File: config.mk
export PLATFORM = sky130hd
export DESIGN_NAME = modular_exponentiation
export DESIGN_NICKNAME = d
export VERILOG_FILES = /design/src/sv/mexp_pkg.sv /design/src/sv/mexp_modmul.sv /design/src/sv/mexp_datapath.sv /design/src/sv/mexp_ctrl.sv /design/src/sv/modular_exponentiation.sv
export VERILOG_INCLUDE_DIRS = /design/src /design/src/sv
export SDC_FILE = /design/constraint.sdc
export NUM_CORES = 1
export LEC_CHECK = 0
export BUFFER_PORTS_ARGS = -buffer_cell sky130_fd_sc_hd__buf_2
export CORE_UTILIZATION = 35
export CTS_CLUSTER_SIZE = 20
export DETAILED_ROUTE_END_ITERATION = 7
export GPL_TIMING_DRIVEN = 0
export PLACE_DENSITY_LB_ADDON = 0.15
export RECOVER_POWER = 50
export REMOVE_ABC_BUFFERS = 1
export SYNTH_ARGS = -nofsm -noshare
export SYNTH_HDL_FRONTEND = slang
export SYNTH_SLANG_ARGS = --single-unit
File: constraint.sdc
create_clock -name clk -period 12.85 [get_ports clk]
set_input_delay 1.285 -clock clk [delete_from_list [all_inputs] [get_ports clk]]
set_output_delay 1.285 -clock clk [all_outputs]
set_load 0.02 [all_outputs]
File: src/sv/modular_exponentiation_macros.svh
// Assertion macros for the modular exponentiation block.
// Used by the top level; needs a clk and an rst_n in the scope of each use.
`ifndef MODULAR_EXPONENTIATION_MACROS_SVH
`define MODULAR_EXPONENTIATION_MACROS_SVH

`ifndef NO_ASSERTIONS

// Consequent must hold in the same cycle as the antecedent.
`define MEXP_ASSERT_SAME(lbl, ante, cons, msg) \
  lbl: assert property (@(posedge clk) disable iff (!rst_n) (ante) |-> (cons)) \
    else $error(msg);

// Consequent must hold in the cycle after the antecedent.
`define MEXP_ASSERT_NEXT(lbl, ante, cons, msg) \
  lbl: assert property (@(posedge clk) disable iff (!rst_n) (ante) |=> (cons)) \
    else $error(msg);

`else

`define MEXP_ASSERT_SAME(lbl, ante, cons, msg)
`define MEXP_ASSERT_NEXT(lbl, ante, cons, msg)

`endif

`endif

File: src/sv/mexp_pkg.sv
// Shared widths, constants and controller/datapath interface types
// for the modular exponentiation block. No dependencies.
`default_nettype none

package mexp_pkg;

  localparam int MOD_WIDTH     = 31;
  localparam int IN_WIDTH      = 32;
  localparam int E_WIDE        = 64;
  localparam int EXP_WIDTH_DEF = 32;

  localparam logic [MOD_WIDTH-1:0] MODULUS_RESET = 31'd1000000007;

  typedef logic [MOD_WIDTH-1:0] mod_t;
  typedef logic [IN_WIDTH-1:0]  word_t;

  // Commands from the controller to the datapath.
  typedef struct packed {
    logic load;       // capture a new word and start the base reduction
    logic take_base;  // store the reduced base
    logic mul_start;  // start the square and the multiply for one bit
    logic mul_take;   // store square/product and shift the exponent
  } cmd_t;

  // Status from the datapath to the controller.
  typedef struct packed {
    logic exp_zero;   // no exponent bits left
    logic unit_done;  // modular multipliers finished
  } sts_t;

endpackage

`default_nettype wire

File: src/sv/mexp_modmul.sv
// Iterative interleaved modular multiplier: one bit of b per cycle.
// Depends on mexp_pkg.
`default_nettype none

module mexp_modmul (
  input  logic           clk,
  input  logic           rst_n,
  input  logic           start,
  input  mexp_pkg::mod_t  a_in,
  input  mexp_pkg::word_t b_in,
  input  mexp_pkg::mod_t  m_in,
  output mexp_pkg::mod_t  prod,
  output logic           done
);
  import mexp_pkg::*;

  localparam int CNT_W = $clog2(IN_WIDTH);

  mod_t             a_r, m_r, r_r, r_nxt;
  word_t            b_r;
  logic [CNT_W-1:0] cnt_r;
  logic             busy_r, done_r;
  logic [MOD_WIDTH+1:0] t;
  logic [MOD_WIDTH+2:0] d1, d2;

  // r = 2r + bit*a stays below 3m, so at most two subtractions of m.
  always_comb begin
    t  = {1'b0, r_r, 1'b0} + (b_r[IN_WIDTH-1] ? {2'b0, a_r} : '0);
    d1 = {1'b0, t} - {3'b0, m_r};
    d2 = {1'b0, t} - {2'b0, m_r, 1'b0};
    if (!d2[MOD_WIDTH+2]) begin
      r_nxt = d2[MOD_WIDTH-1:0];
    end else if (!d1[MOD_WIDTH+2]) begin
      r_nxt = d1[MOD_WIDTH-1:0];
    end else begin
      r_nxt = t[MOD_WIDTH-1:0];
    end
  end

  always_ff @(posedge clk) begin
    if (!rst_n) begin
      busy_r <= 1'b0;
      done_r <= 1'b0;
      cnt_r  <= '0;
    end else begin
      done_r <= 1'b0;
      if (start) begin
        busy_r <= 1'b1;
        cnt_r  <= CNT_W'(IN_WIDTH - 1);
      end else if (busy_r) begin
        cnt_r <= cnt_r - 1'b1;
        if (cnt_r == '0) begin
          busy_r <= 1'b0;
          done_r <= 1'b1;
        end
      end
    end
  end

  always_ff @(posedge clk) begin
    if (start) begin
      a_r <= a_in;
      b_r <= b_in;
      m_r <= m_in;
      r_r <= '0;
    end else if (busy_r) begin
      r_r <= r_nxt;
      b_r <= {b_r[IN_WIDTH-2:0], 1'b0};
    end
  end

  assign prod = r_r;
  assign done = done_r;

endmodule

`default_nettype wire

File: src/sv/mexp_datapath.sv
// Datapath: modulus register, base/result/exponent registers and two
// modular multipliers. Depends on mexp_pkg and mexp_modmul.
`default_nettype none

module mexp_datapath #(
  parameter int EXP_WIDTH = mexp_pkg::EXP_WIDTH_DEF
) (
  input  logic           clk,
  input  logic           rst_n,
  input  mexp_pkg::cmd_t  cmd,
  output mexp_pkg::sts_t  sts,
  input  logic           in_mode,
  input  mexp_pkg::word_t in_base_value,
  input  mexp_pkg::word_t in_exponent,
  input  logic           cfg_we,
  input  mexp_pkg::mod_t  cfg_wdata,
  output mexp_pkg::mod_t  out_power_result
);
  import mexp_pkg::*;

  mod_t                 modulus_r, m_eff;
  mod_t                 base_r, res_r;
  logic [EXP_WIDTH-1:0] e_r;
  logic [E_WIDE-1:0]    e_wide;
  mod_t                 u0_a, u0_p, u1_p;
  word_t                u0_b;
  logic                 u0_done, u1_done;

  // A zero modulus behaves as a modulus of one.
  assign m_eff = (modulus_r == '0) ? MOD_WIDTH'(1) : modulus_r;

  always_comb begin
    if (!in_mode) begin
      e_wide = {{(E_WIDE-IN_WIDTH){1'b0}}, in_exponent};
    end else if (modulus_r < MOD_WIDTH'(2)) begin
      e_wide = '0;
    end else begin
      e_wide = {{(E_WIDE-MOD_WIDTH){1'b0}}, m_eff - MOD_WIDTH'(2)};
    end
  end

  // Unit 0 reduces the base on load and squares it afterwards.
  assign u0_a = cmd.load ? MOD_WIDTH'(1) : base_r;
  assign u0_b = cmd.load ? in_base_value : {1'b0, base_r};

  mexp_modmul u_sq (
    .clk   (clk),
    .rst_n (rst_n),
    .start (cmd.load | cmd.mul_start),
    .a_in  (u0_a),
    .b_in  (u0_b),
    .m_in  (m_eff),
    .prod  (u0_p),
    .done  (u0_done)
  );

  // Unit 1 also runs during the base reduction so that both units always
  // finish together; its product from that pass is never stored.
  mexp_modmul u_mul (
    .clk   (clk),
    .rst_n (rst_n),
    .start (cmd.load | cmd.mul_start),
    .a_in  (res_r),
    .b_in  ({1'b0, base_r}),
    .m_in  (m_eff),
    .prod  (u1_p),
    .done  (u1_done)
  );

  always_ff @(posedge clk) begin
    if (!rst_n) begin
      modulus_r <= MODULUS_RESET;
    end else if (cfg_we) begin
      modulus_r <= cfg_wdata;
    end
  end

  always_ff @(posedge clk) begin
    if (cmd.load) begin
      res_r <= MOD_WIDTH'(1);
      e_r   <= e_wide[EXP_WIDTH-1:0];
    end else if (cmd.take_base) begin
      base_r <= u0_p;
    end else if (cmd.mul_take) begin
      base_r <= u0_p;
      if (e_r[0]) begin
        res_r <= u1_p;
      end
      e_r <= e_r >> 1;
    end
  end

  // Both units start together and run the same number of steps.
  assign sts.exp_zero  = (e_r == '0);
  assign sts.unit_done = u0_done & u1_done;
  assign out_power_result = res_r;

endmodule

`default_nettype wire

File: src/sv/mexp_ctrl.sv
// Controller state machine sequencing reduction and square-and-multiply.
// Depends on mexp_pkg.
`default_nettype none

module mexp_ctrl (
  input  logic          clk,
  input  logic          rst_n,
  input  logic          start,
  output logic          busy,
  output logic          out_strobe,
  output mexp_pkg::cmd_t cmd,
  input  mexp_pkg::sts_t sts
);
  import mexp_pkg::*;

  typedef enum logic [3:0] {
    ST_IDLE   = 4'b0001,
    ST_REDUCE = 4'b0010,
    ST_CHECK  = 4'b0100,
    ST_MUL    = 4'b1000
  } state_t;

  state_t state_r, state_nxt;
  logic   strobe_r, strobe_nxt;

  always_comb begin
    state_nxt  = state_r;
    strobe_nxt = 1'b0;
    cmd        = '0;
    unique case (state_r)
      ST_IDLE: begin
        if (start) begin
          cmd.load  = 1'b1;
          state_nxt = ST_REDUCE;
        end
      end
      ST_REDUCE: begin
        if (sts.unit_done) begin
          cmd.take_base = 1'b1;
          state_nxt     = ST_CHECK;
        end
      end
      ST_CHECK: begin
        if (sts.exp_zero) begin
          strobe_nxt = 1'b1;
          state_nxt  = ST_IDLE;
        end else begin
          cmd.mul_start = 1'b1;
          state_nxt     = ST_MUL;
        end
      end
      ST_MUL: begin
        if (sts.unit_done) begin
          cmd.mul_take = 1'b1;
          state_nxt    = ST_CHECK;
        end
      end
      default: begin
        state_nxt = ST_IDLE;
      end
    endcase
  end

  always_ff @(posedge clk) begin
    if (!rst_n) begin
      state_r  <= ST_IDLE;
      strobe_r <= 1'b0;
    end else begin
      state_r  <= state_nxt;
      strobe_r <= strobe_nxt;
    end
  end

  assign busy       = (state_r != ST_IDLE);
  assign out_strobe = strobe_r;

endmodule

`default_nettype wire

File: src/sv/modular_exponentiation.sv
// Top level of the modular exponentiation block.
// Depends on mexp_pkg, mexp_ctrl, mexp_datapath and the assertion macros header.
`default_nettype none

`include "modular_exponentiation_macros.svh"

// Computes base^exponent mod modulus by right-to-left square-and-multiply.
// A word is taken at a rising edge with start high and busy low; in_mode
// high replaces the exponent with modulus - 2, which gives the inverse of
// the base only when the modulus is prime. Only the low EXP_WIDTH bits of
// the exponent are used. The modulus is written through cfg_we/cfg_wdata,
// and the user must write it only while the block is idle; the block
// itself does not enforce this. It resets to 1000000007, and zero acts as
// one. An exponent of zero returns 1 after the base reduction, with no
// square or multiply. The result appears on out_power_result for exactly
// one cycle with out_strobe high; there is no way to hold it off, so the
// receiver must take it in that cycle. busy drops in the same cycle the
// strobe shows, and the next word may start then. The work runs in passes
// of the interleaved modular multipliers, which take 32 steps per product:
// one pass reduces the base, and one pass per exponent bit, up to the
// highest set bit, runs the square and the multiply side by side.
module modular_exponentiation #(
  parameter int EXP_WIDTH = mexp_pkg::EXP_WIDTH_DEF
) (
  input  logic            clk,
  input  logic            rst_n,
  input  logic            start,
  output logic            busy,
  input  logic            in_mode,
  input  mexp_pkg::word_t in_base_value,
  input  mexp_pkg::word_t in_exponent,
  output logic            out_strobe,
  output mexp_pkg::mod_t  out_power_result,
  input  logic            cfg_we,
  input  mexp_pkg::mod_t  cfg_wdata
);
  import mexp_pkg::*;

  cmd_t cmd;
  sts_t sts;

  // The controller only sequences; all arithmetic sits in the datapath.
  mexp_ctrl u_ctrl (
    .clk        (clk),
    .rst_n      (rst_n),
    .start      (start),
    .busy       (busy),
    .out_strobe (out_strobe),
    .cmd        (cmd),
    .sts        (sts)
  );

  mexp_datapath #(
    .EXP_WIDTH (EXP_WIDTH)
  ) u_dp (
    .clk              (clk),
    .rst_n            (rst_n),
    .cmd              (cmd),
    .sts              (sts),
    .in_mode          (in_mode),
    .in_base_value    (in_base_value),
    .in_exponent      (in_exponent),
    .cfg_we           (cfg_we),
    .cfg_wdata        (cfg_wdata),
    .out_power_result (out_power_result)
  );

  // An accepted word keeps the block busy in the following cycle.
  `MEXP_ASSERT_NEXT(a_accept_busy, start && !busy, busy, "busy not raised after accept")

  // The result strobe only appears once the controller is back in idle.
  `MEXP_ASSERT_SAME(a_strobe_idle, out_strobe, !busy, "result strobe while busy")

  // At most one strobe per word: strobes never come in adjacent cycles.
  `MEXP_ASSERT_NEXT(a_strobe_single, out_strobe, !out_strobe, "repeated result strobe")

  // The multipliers only finish while a word is being worked on.
  `MEXP_ASSERT_SAME(a_done_busy, sts.unit_done, busy, "multiplier done while idle")

endmodule

`default_nettype wire
==> results of run 1 <==
-- metal layers --
metal | share of wire, % | GRT usage [%] | vias to the layer above
li1 | - | - | 10200
met1 | 49 | 29.5 | 9894
met2 | 44 | 32.3 | 515
met3 | 4.3 | 2.36 | 96
met4 | 2.2 | 5.08 | 0
met5 | 0 | 0 | -
-- where the power goes --
| group | total, W | switching [W] | leakage, nW | internal, W |
|---|---|---|---|---|
| sequential | 0.00158 | 0.000141 | 3.28 | 0.00144 |
| combinational | 0.00338 | 0.00201 | 7.71 | 0.00138 |
| clock | 0.00130 | 0.000536 | 0.731 | 0.000767 |
-- sequential cells by signal, summed over array words and instances (netlist names), 4 cells and up --
| name | count |
|---|---|
| u_dp.u_sq.prod | 31 |
| u_dp.e_r | 32 |
| u_dp.u_sq.a_r | 31 |
| u_dp.u_mul.a_r | 31 |
| u_dp.u_mul.m_r | 31 |
| u_dp.u_mul.b_r | 32 |
| u_dp.u_mul.cnt_r | 5 |
| u_dp.out_power_result | 31 |
| u_dp.u_sq.cnt_r | 5 |
| u_dp.u_mul.prod | 31 |
| u_dp.u_sq.b_r | 32 |
| u_ctrl.state_r | 4 |
| u_dp.base_r | 31 |
| u_dp.modulus_r | 31 |
-- final timing paths --
check | depth (start not counted) | slack (ns) | end | start
worst max-delay path | 25 | 4.14 | u_dp.u_mul.prod[5]$_SDFFE_PP0P_ | u_dp.u_mul.b_r[31]$_SDFFE_PP0P_
worst min register to register | 0 | 0.43 | u_dp.u_mul.a_r[2]$_DFFE_PP_ | u_dp.out_power_result[2]$_SDFFE_PP0P_
worst max register to register | 25 | 4.14 | u_dp.u_mul.prod[5]$_SDFFE_PP0P_ | u_dp.u_mul.b_r[31]$_SDFFE_PP0P_
worst min-delay path | 0 | 0.43 | u_dp.u_mul.a_r[2]$_DFFE_PP_ | u_dp.out_power_result[2]$_SDFFE_PP0P_
-- cell usage after synthesis (15+ instances only) --
cell / number / area (µm²)
nand2_1: 352 / 1320
a21oi_1: 255 / 1280
edfxtp_1: 219 / 6580
ha_1: 189 / 2360
nor2_1: 168 / 631
o21ai_0: 150 / 751
dfxtp_1: 144 / 2880
xnor2_1: 127 / 1110
clkbuf_1: 126 / 473
and2_1: 98 / 613
a21o_1: 89 / 668
inv_1: 88 / 330
mux2i_1: 86 / 861
xor2_1: 61 / 534
nor3_1: 60 / 300
nand3_1: 46 / 230
a211oi_1: 40 / 300
nor2b_1: 37 / 231
o21a_1: 30 / 225
nor4_1: 29 / 181
o21bai_1: 24 / 180
nand2b_1: 23 / 144
o211ai_1: 23 / 173
a31oi_1: 22 / 138
o221ai_1: 21 / 184
and3_1: 19 / 119
nand4_1: 19 / 119
o31ai_1: 16 / 120
a31o_2: 15 / 131
-- metrics by stage --
stage	utilization, %	hold slack, ns	setup slack, ns	total power (W)	instance area (µm²)
after floorplan	-	0.431	4.01	0.00405	24200
after global placement	37.2	0.433	-2.21	0.00483	26100
after detailed placement	37.7	0.433	4.26	0.00494	26400
after CTS	39.8	0.441	4.24	0.00628	27900
after global routing	39.6	0.463	3.72	0.00671	27800
final	39.6	0.433	4.14	0.00627	27800
-- area by class of cell --
type / count / area (µm²) / share of cell area, %
Multi-Input combinational cell: 2170 / 14500 / 52.0
Tap cell: 940 / 1180 / 4.23
Sequential cell: 363 / 9460 / 34.0
Inverter: 90 / 343 / 1.23
Clock inverter: 21 / 267 / 0.958
Timing Repair Buffer: 144 / 848 / 3.05
Clock buffer: 61 / 1250 / 4.48
-- logic make-up after synthesis --
family                   count (synthesis)  share of synthesized area (%)
adder cells (fa/ha/maj)                195                           10.0
XOR/XNOR                               188                           6.63
AND/OR/NAND/NOR                        903                           17.3
AO/OA/AOI/OAI                          792                           20.5
flip-flops                             363                           38.1
buffers and inverters                  236                           3.73
multiplexers                            92                           3.74
==> results.md, run 1 <==
Final layout:
- The number of antenna diodes is 0.
- The synthesis-to-layout area growth is 12.0%.
- The most common cell after layout, fill and taps aside is nand2_1.
- The total number of nets in the final design is 3,108.
- The number of fillers in the final layout is 7,070.
- In the layout the commonest cells are nand2_1 (350), a21oi_1 (255), edfxtp_1 (219), ha_1 (189), nor2_1 (168).
- The non-filler instance count after layout is 3,789.
- The post-route netlist has 7.83% of its cells at a drive strength greater than 1.

GRT:
- The initial antenna violation count is 0.
- The total congestion overflow after global routing is 0.
- The total global routing track utilization is 20.4%.
- The number of global-route vias before repair is 19,700.
- Entering global routing, the biggest net connects 86 pins.
- The first global-routing pass estimated 115,000 µm of wire.

CTS:
- Buffers inserted during clock tree synthesis total 44.
- The CTS H-tree depth is 2.
- TritonCTS built the clock tree.
- The clock transition time at the flip-flop clock pins of the worst setup and hold paths is 0.06 ns.
- The cell sitting at the root of the clock tree is a clkbuf_16.
- Counting every sink on the clock net gives 363.
- The buffer count from post-CTS setup fixing is 0.
- The number of instances resized during post-cts repair is 0.
- The post-cts hold buffer count is 0.
- The clock passes through at most 3 buffers.
- The source-to-sink clock delay at the later pin of the worst-skew pair is 0.61 ns.

Placement:
- The final HPWL from detailed placement is 57,100 µm.
- The routability congestion estimate is 0.893.
- The count of buffers from port buffering is 132.
- In this run, placement finished with an instance count of 3,707.

Critical path:
- The cell at the slowest stage of the critical path is dfxtp_1.
- The kind of cell adding the most delay to the critical path is compound AO/OA/AOI/OAI gates.
- Of all nets on the critical path, the largest fanout is 32.
- The kind of start point of the critical path is a flop.
- The data required time of the worst path is 13.31 ns.
- The number of buffers and inverters on the critical path is 1.
- STA classifies the critical path endpoint as a flop.
- Data arrives at the worst endpoint at 9.16 ns.
- The setup path with the least slack is of type flop to flop.
- The critical path's largest stage delay is 1.01 ns.

Route:
- The final layout contains routed wiring with a total length of 74,600 µm.
- The number of vias per cell is 5.46.
- The overall via count from detail_route is 20,700.
- In the final routed layout, each cell accounts on average for 19.7 µm.
- For this run, design rule violations remaining after detail routing come to 0.
- In this run the remaining antenna-violating nets after routing total 0.
- The number of iterations in the first detailed-routing pass is 7.
- The number of DRC markers in iteration 0 is 1,377.

STA:
- The normalized max-slew margin is -89.3%.
- The maximum clock frequency is 115 MHz.
- At the pin with the least slew margin, the transition time is 2.84 ns.
- The final-report setup violation count is 0.
- Setup repair after global routing left no endpoint under its margin.
- The hold violation total from the final report is 0.
- The accumulated negative setup slack is 0 ns.
- The final critical-path share of the clock period is 67.8%.
- The shortest clock period the worst path allows after layout is 8.71 ns.
- The worst-case clock skew is 0.0390 ns.
- The final-report max-slew violation count is 381.

Floorplanning:
- Measured along the y axis, the die boundary spans 268 µm.
- The initial core utilization is 35.4%.
- The initialized floorplan defines 97 standard-cell rows.
- The die covers 72,000 µm².
- The die is 268 µm wide.
- For this design the top-level I/O count stands at 133.
- After floorplanning, the core was sized to cover 70,100 µm².

Logic synthesis:
- The synthesized netlist contains 90 unique library cells.
- The synthesized design contains 219 enable-type register cells.
- Of the synthesized area, sequential elements account for 38.1%.
- The main flop type after synthesis is edfxtp_1.
- The async set-or-reset flop fraction in the synthesized netlist is 0%.
- The average instance in the mapped netlist occupies 8.97 µm².
- The number of register bits inferred by synthesis is 363.
- The mapped netlist covers 24,800 µm².
- The synthesized instance count is 2,769.
- The synthesis warning total is 0.

Power and ir drop:
- The peak supply drop is 0.111 mV.
- The power per standard cell area is 225 nW/µm².
- The analysis attributes to cell leakage a power of 11.7 nW.

Hold path:
- The worst hold-check path type is flop to flop.

Run status:
- The checks that failed: max-capacitance violations, max-slew violations.
- The run finished, with violations left.

Job:
- The reported max-cap violation count is 9.
No activity file was read; power rests on OpenSTA's default activity.
==> run 2: changes to the inputs <==
==> constraint.sdc (replaced) <==
create_clock -name clk -period 7.9 [get_ports clk]
set_input_delay 0.79 -clock clk [delete_from_list [all_inputs] [get_ports clk]]
set_output_delay 0.79 -clock clk [all_outputs]
set_load 0.02 [all_outputs]
==> run 2 against run 1 <==
Net effect:
- the flow still finishes with violations (max-capacitance violations, max-slew violations)
- clock skew shrank 0.0019 ns
- worst hold slack lost 0.031 ns
- wire length shrank 0.21%
- die area is the same
- first-iteration DRC count grew 2.3%
- via count is essentially flat
- count of clock-buffer cells in the layout is the same
- maximum frequency grew 17%
- register-to-register slack lost 3.7 ns
- cell count is essentially flat
- critical endpoint is now u_dp.u_mul.prod[13]$_SDFFE_PP0P_
==> results.md, run 2 (synthesis results as in run 1) <==
CTS:
- The source-to-sink clock delay at the later pin of the worst-skew pair is 0.61 ns (about the same).
- The clock transition time at the flip-flop clock pins of the worst setup and hold paths is 0.06 ns (about the same).
- The clock tree from TritonCTS is yes (unchanged).
- The CTS H-tree depth is 2 (unchanged).
- The post-cts hold buffer count is 0 (unchanged).
- The CTS buffer count is 44 (unchanged).
- The buffer type at the clock tree root is clkbuf_16 (unchanged).
- The buffer levels on the longest clock path came to 3 (unchanged).
- The clock sink count is 363 (unchanged).

GRT:
- The number of global-route vias before repair is 19,800 (was 19,700).
- The total global routing track utilization is 20.4% (unchanged).
- The total congestion overflow after global routing is 0 (unchanged).
- The maximum number of pins on one net before global-route repair is 86 (unchanged).
- The global-route wire length before repair is 115,000 µm (unchanged).
- The initial antenna violation count is 0 (unchanged).

Route:
- The number of nets with antenna violations after routing is 0 (unchanged).
- The average wire length per cell after detail routing is 19.7 µm (about the same).
- The number of DRC markers in iteration 0 is 1,409 (was 1,377).
- The number of iterations in the first detailed-routing pass is 6 (was 7).
- The number of vias per cell was 5.46 (about the same).
- The overall via count from detail_route is 20,700 (about the same).
- The total wire length after detailed routing is 74,500 µm (was 74,600 µm).
- The remaining routing DRC violations was 0 (unchanged).

Floorplanning:
- The row count is 97 (unchanged).
- The top-level I/O count is 133 (unchanged).
- The die extent in x is 268 µm (unchanged).
- The die boundary height was 268 µm (unchanged).
- The initial core utilization is 35.4% (unchanged).
- The total core area is 70,100 µm² (unchanged).
- The die outline area is 72,000 µm² (unchanged).

Critical path:
- Counting stages on the worst path, the most repeated cell is ha_1.
- The kind of cell adding the most delay to the critical path is compound AO/OA/AOI/OAI gates (unchanged).
- The data required time of the worst path was 8.39 ns (was 13.31 ns).
- The kind of start point of the critical path is a flop (unchanged).
- The data arrival time of the critical path is 7.92 ns (was 9.16 ns).
- The cell at the slowest stage of the critical path was or4_4 (was dfxtp_1).
- The maximum net fanout on the critical path is 32 (unchanged).
- The capturing element type of the critical path was a flop (unchanged).
- The critical path's largest stage delay was 0.74 ns (was 1.01 ns).
- The startpoint-to-endpoint class of the critical path was flop to flop (unchanged).
- The buffering stage count on the worst path with inverters included is 1 (unchanged).

Final layout:
- Most used cells in the layout excluding fill and tap cells: nand2_1 (349), a21oi_1 (255), edfxtp_1 (219), ha_1 (189), nor2_1 (167) (was nand2_1 (350), a21oi_1 (255), edfxtp_1 (219), ha_1 (189), nor2_1 (168)).
- The synthesis-to-layout area growth came to 12.1% (was 12.0%).
- Largest regs: u_dp.e_r (32), u_dp.u_mul.b_r (32), u_dp.u_sq.b_r (32) (unchanged).
- The total number of nets in the final design is 3,109 (was 3,108).
- The most common cell after layout, fill and taps aside is nand2_1 (unchanged).
- The number of antenna diodes is 0 (unchanged).
- The proportion of layout cells with a drive suffix above 1 is 8.07% (was 7.83%).
- The share of the core filled with cells is 39.7% (was 39.6%).
- The non-filler instance count after layout is 3,790 (was 3,789).

STA:
- The accumulated negative setup slack was 0 ns (unchanged).
- The shortest clock period the worst path allows after layout is 7.42 ns (was 8.71 ns).
- The normalized max-slew margin came to -89.0% (was -89.3%).
- The final critical-path share of the clock period is 94.0% (was 67.8%).
- Unrepaired setup endpoints after global routing: false (unchanged).
- The final-report setup violation count came to 0 (unchanged).
- The maximum clock frequency is 135 MHz (was 115 MHz).
- The worst-case clock skew is 0.0371 ns (was 0.0390 ns).
- The slew at the pin with the worst max-slew slack came to 2.84 ns (about the same).
- The hold violation total from the final report is 0 (unchanged).
- The final-report max-slew violation count came to 298 (was 381).

Run status:
- Violated checks: max-capacitance violations, max-slew violations (unchanged).
- Run status: finished with violations (unchanged).

Job:
- The reported max-cap violation count is 7 (was 9).

Power and ir drop:
- The overall power consumption is 0.0102 W (was 0.00627 W).
- The peak supply drop is 0.180 mV (was 0.111 mV).
- The power per standard cell area was 366 nW/µm² (was 225 nW/µm²).
- The leakage power total is 11.7 nW (about the same).

Placement:
- The count of buffers from port buffering came to 132 (unchanged).
- The routability congestion estimate was 0.893 (unchanged).
- The final HPWL from detailed placement came to 57,100 µm (unchanged).
- The cell count after placement is 3,707 (unchanged).

Hold path:
- The worst hold-check path type is input pin to flop (was flop to flop).
[run 2: metrics by stage]
| stage | instance area (µm²) | setup WS, ns | hold WS (ns) |
|---|---|---|---|
| after floorplan | 24200 | -0.938 | 0.431 |
| after global placement | 26100 | -7.16 | 0.433 |
| after detailed placement | 26400 | -0.694 | 0.433 |
| after CTS | 28000 | 0.0179 | 0.376 |
| after global routing | 27800 | 0.0873 | 0.392 |
| final | 27800 | 0.478 | 0.402 |
[run 2: final timing paths]
check	cells after the start	startpoint	slack, ns	endpoint
worst max-delay path	25	u_dp.u_mul.b_r[31]$_SDFFE_PP0P_	0.48	u_dp.u_mul.prod[13]$_SDFFE_PP0P_
worst min register to register	0	u_dp.out_power_result[2]$_SDFFE_PP0P_	0.43	u_dp.u_mul.a_r[2]$_DFFE_PP_
worst min-delay path	3	cfg_wdata[20]	0.40	u_dp.modulus_r[20]$_SDFFE_PN1P_
worst max register to register	25	u_dp.u_mul.b_r[31]$_SDFFE_PP0P_	0.48	u_dp.u_mul.prod[13]$_SDFFE_PP0P_
[run 2: area by class of cell]
cell class / instances / area, µm²
well taps: 940 / 1180
repair buffers: 145 / 857
fillers: 7074 / 42300
multi-input cells: 2170 / 14500
clock inverters: 21 / 267
flip-flops and latches: 363 / 9460
inverters: 90 / 343
clock buffers: 61 / 1250
[run 2: routing by layer]
layer	global-route usage [%]	wire [µm]
met5	0	0
met4	5.08	1560
met3	2.36	3200
met2	32.3	33000
met1	29.5	36700
[run 2: where the power goes]
part / switching [W] / leakage, nW / internal (W)
Sequential: 0.000228 / 3.28 / 0.00234
Clock: 0.000871 / 0.731 / 0.00125
Combinational: 0.00326 / 7.73 / 0.00224
[run 2: worst min-delay path, delay by kind of cell]
kind	cells	cell delay (ns)
mux	1	0.05
buf+inv	1	0.08
simple gates	1	0.06
[run 2: what timing repair did]
item / 4_1_cts / 5_1_grt
gates resized for setup: 2 / 4
hold endpoints to repair: 0 / 0
pin swaps: 1 / 0
endpoints found under the setup margin: 25 / 27
setup buffers: 1 / 0
==> run 3: changes to the inputs <==
--- a/config.mk
+++ b/config.mk
@@ -7,6 +7,7 @@
 export NUM_CORES = 1
 export LEC_CHECK = 0
 export BUFFER_PORTS_ARGS = -buffer_cell sky130_fd_sc_hd__buf_2
+export CORE_MARGIN = 5
 export CORE_UTILIZATION = 35
 export CTS_CLUSTER_SIZE = 20
 export DETAILED_ROUTE_END_ITERATION = 7
==> run 3 against run 2 <==
Net effect:
- setup slack better by 0.062 ns
- largest power group unchanged
- register-to-register slack better by 0.06 ns
- the flow still finishes with violations (max-capacitance violations, max-slew violations)
- non-clock buffer count up 1
==> results.md, run 3 (synthesis results as in run 1) <==
Final layout:
- The synthesis-to-layout area growth is 12.3% (was 12.1%).
- Largest regs: u_dp.e_r (32), u_dp.u_mul.b_r (32), u_dp.u_sq.b_r (32) (unchanged).
- The total number of nets in the final design is 3,111 (was 3,109).
- Most used cells in the layout excluding fill and tap cells: nand2_1 (349), a21oi_1 (255), edfxtp_1 (219), ha_1 (189), nor2_1 (167) (unchanged).
- The proportion of layout cells with a drive suffix above 1 is 8.24% (was 8.07%).
- The number of fillers in the final layout is 7,135 (was 7,074).
- The total non-filler cell area in the finished layout is 27,900 µm² (was 27,800 µm²).
- The most common cell after layout, fill and taps aside is nand2_1 (unchanged).
- The share of the core filled with cells was 39.8% (was 39.7%).
- The number of antenna diodes was 0 (unchanged).

Floorplanning:
- The top-level I/O count came to 133 (unchanged).
- The total core area is 70,100 µm² (unchanged).
- The row count came to 97 (unchanged).
- The die extent in x was 276 µm (was 268 µm).
- The die outline area is 76,400 µm² (was 72,000 µm²).
- The initial core utilization was 35.4% (unchanged).
- The die boundary height is 276 µm (was 268 µm).

Placement:
- The final HPWL from detailed placement is 57,800 µm (was 57,100 µm).
- The routability congestion estimate is 0.875 (was 0.893).
- The pre-CTS setup slack came to -0.598 ns (was -0.694 ns).
- The instance area after placement was 26,400 µm² (about the same).
- The count of buffers from port buffering is 132 (unchanged).

STA:
- The final worst setup slack is 0.540 ns (was 0.478 ns).
- The slew at the pin with the worst max-slew slack is 2.78 ns (was 2.84 ns).
- The normalized max-slew margin was -85.5% (was -89.0%).
- The final-report setup violation count came to 0 (unchanged).
- The worst hold-check slack is 0.409 ns (was 0.402 ns).
- The shortest clock period the worst path allows after layout is 7.36 ns (was 7.42 ns).
- The worst-case clock skew came to 0.0236 ns (was 0.0371 ns).
- Unrepaired setup endpoints after global routing: false (unchanged).
- The final critical-path share of the clock period is 93.2% (was 94.0%).
- The hold violation total from the final report is 0 (unchanged).
- The maximum clock frequency is 136 MHz (was 135 MHz).
- The final-report max-slew violation count is 297 (was 298).

CTS:
- The buffer levels on the longest clock path is 3 (unchanged).
- The CTS buffer count is 45 (was 44).
- The buffer type at the clock tree root is clkbuf_16 (unchanged).
- The clock sink count is 363 (unchanged).
- The CTS H-tree depth is 2 (unchanged).
- The clock transition time at the flip-flop clock pins of the worst setup and hold paths came to 0.06 ns (about the same).
- The clock tree from TritonCTS is yes (unchanged).
- The source-to-sink clock delay at the later pin of the worst-skew pair is 0.60 ns (was 0.61 ns).

Route:
- The number of vias per cell is 5.47 (was 5.46).
- The number of nets with antenna violations after routing is 0 (unchanged).
- The overall via count from detail_route is 20,800 (was 20,700).
- The average wire length per cell after detail routing is 20.0 µm (was 19.7 µm).
- The number of DRC markers in iteration 0 is 1,461 (was 1,409).
- The remaining routing DRC violations is 0 (unchanged).
- The number of iterations in the first detailed-routing pass is 5 (was 6).
- The total wire length after detailed routing is 75,700 µm (was 74,500 µm).

Power and ir drop:
- The power per standard cell area is 367 nW/µm² (was 366 nW/µm²).
- The peak supply drop came to 0.163 mV (was 0.180 mV).
- The overall power consumption was 0.0102 W (about the same).
- The leakage power total is 11.8 nW (was 11.7 nW).

Run status:
- Run status: finished with violations (unchanged).
- Violated checks: max-capacitance violations, max-slew violations (unchanged).

Critical path:
- The startpoint-to-endpoint class of the critical path is flop to flop (unchanged).
- The data arrival time of the critical path came to 7.86 ns (was 7.92 ns).
- The cell with the most instances on the worst path is ha_1 (unchanged).
- The data required time of the worst path is 8.40 ns (was 8.39 ns).
- The kind of cell adding the most delay to the critical path is compound AO/OA/AOI/OAI gates (unchanged).
- The maximum net fanout on the critical path is 32 (unchanged).
- The buffering stage count on the worst path with inverters included is 1 (unchanged).
- The kind of start point of the critical path was a flop (unchanged).
- The capturing element type of the critical path was a flop (unchanged).
- The cell at the slowest stage of the critical path is or4_4 (unchanged).
- The critical path's largest stage delay was 0.75 ns (was 0.74 ns).

Job:
- The reported max-cap violation count is 7 (unchanged).

GRT:
- The number of global-route vias before repair was 20,300 (was 19,800).
- The global-route wire length before repair was 118,000 µm (was 115,000 µm).
- The initial antenna violation count was 0 (unchanged).
- The maximum number of pins on one net before global-route repair came to 86 (unchanged).
- The total global routing track utilization is 19.0% (was 20.4%).
- The total congestion overflow after global routing is 0 (unchanged).

Hold path:
- The worst hold-check path type is input pin to flop (unchanged).
-- run 3: cell types whose count changed in the layout (fill, tap and decap cells not counted), sizes merged --
cell / delta
clkinvlp: +1
clkbuf: +5
clkinv: -3
-- run 3: metrics by stage --
stage           TNS, ns  instances
6_report              0       3793
5_1_grt               0       3793
4_1_cts               0       3790
3_5_place_dp      -8.05       3706
3_3_place_gp   -1233.88       3695
2_1_floorplan   -121.38       2623
-- run 3: final timing paths --
kind / from / to / slack [ns] / depth (start not counted)
min reg2reg: u_dp.out_power_result[3]$_SDFFE_PP0P_ / u_dp.u_mul.a_r[3]$_DFFE_PP_ / 0.45 / 0
max reg2reg: u_dp.u_mul.b_r[31]$_SDFFE_PP0P_ / u_dp.u_mul.prod[30]$_SDFFE_PP0P_ / 0.54 / 25
min: cfg_wdata[15] / u_dp.modulus_r[15]$_SDFFE_PN1P_ / 0.41 / 3
max: u_dp.u_mul.b_r[31]$_SDFFE_PP0P_ / u_dp.u_mul.prod[30]$_SDFFE_PP0P_ / 0.54 / 25
-- run 3: repair_timing --
| item | CTS | global route |
|---|---|---|
| gates cloned | 0 | 0 |
| buffers inserted | 0 | 2 |
| hold buffers | 0 | 0 |
| gates resized for setup | 2 | 4 |
| setup endpoints to repair | 25 | 43 |
| pin swaps | 0 | 1 |
-- run 3: worst min-delay path, stage by stage --
cell	delay [ns]
buf_2	0.08
mux2i_1	0.05
nand2_1	0.06
-- run 3: layout make-up --
type | count | area, µm² | share of cell area [%]
well taps | 940 | 1180 | 4.22
repair buffers | 146 | 845 | 3.03
inverters | 90 | 343 | 1.23
multi-input cells | 2170 | 14500 | 51.9
clock buffers | 65 | 1310 | 4.71
clock inverters | 19 | 262 | 0.938
flip-flops and latches | 363 | 9460 | 33.9
-- run 3: metal layers --
metal  share of wire [%]  wire length, µm  vias up  GRT usage (%)
li1                    -                -    10200              -
met1                  49            37000    10000           27.7
met5                   0                0        -              0
met2                  45            33700      473           30.5
met3                 4.8             3650       78           2.53
met4                 1.8             1340        0           3.48
-- run 3: report_power, final --
part	switching, W	total (W)	internal [W]
Clock	0.000878	0.00218	0.00130
Sequential	0.000225	0.00257	0.00234
Combinational	0.00327	0.00549	0.00221
Total	0.00438	0.0102	0.00586
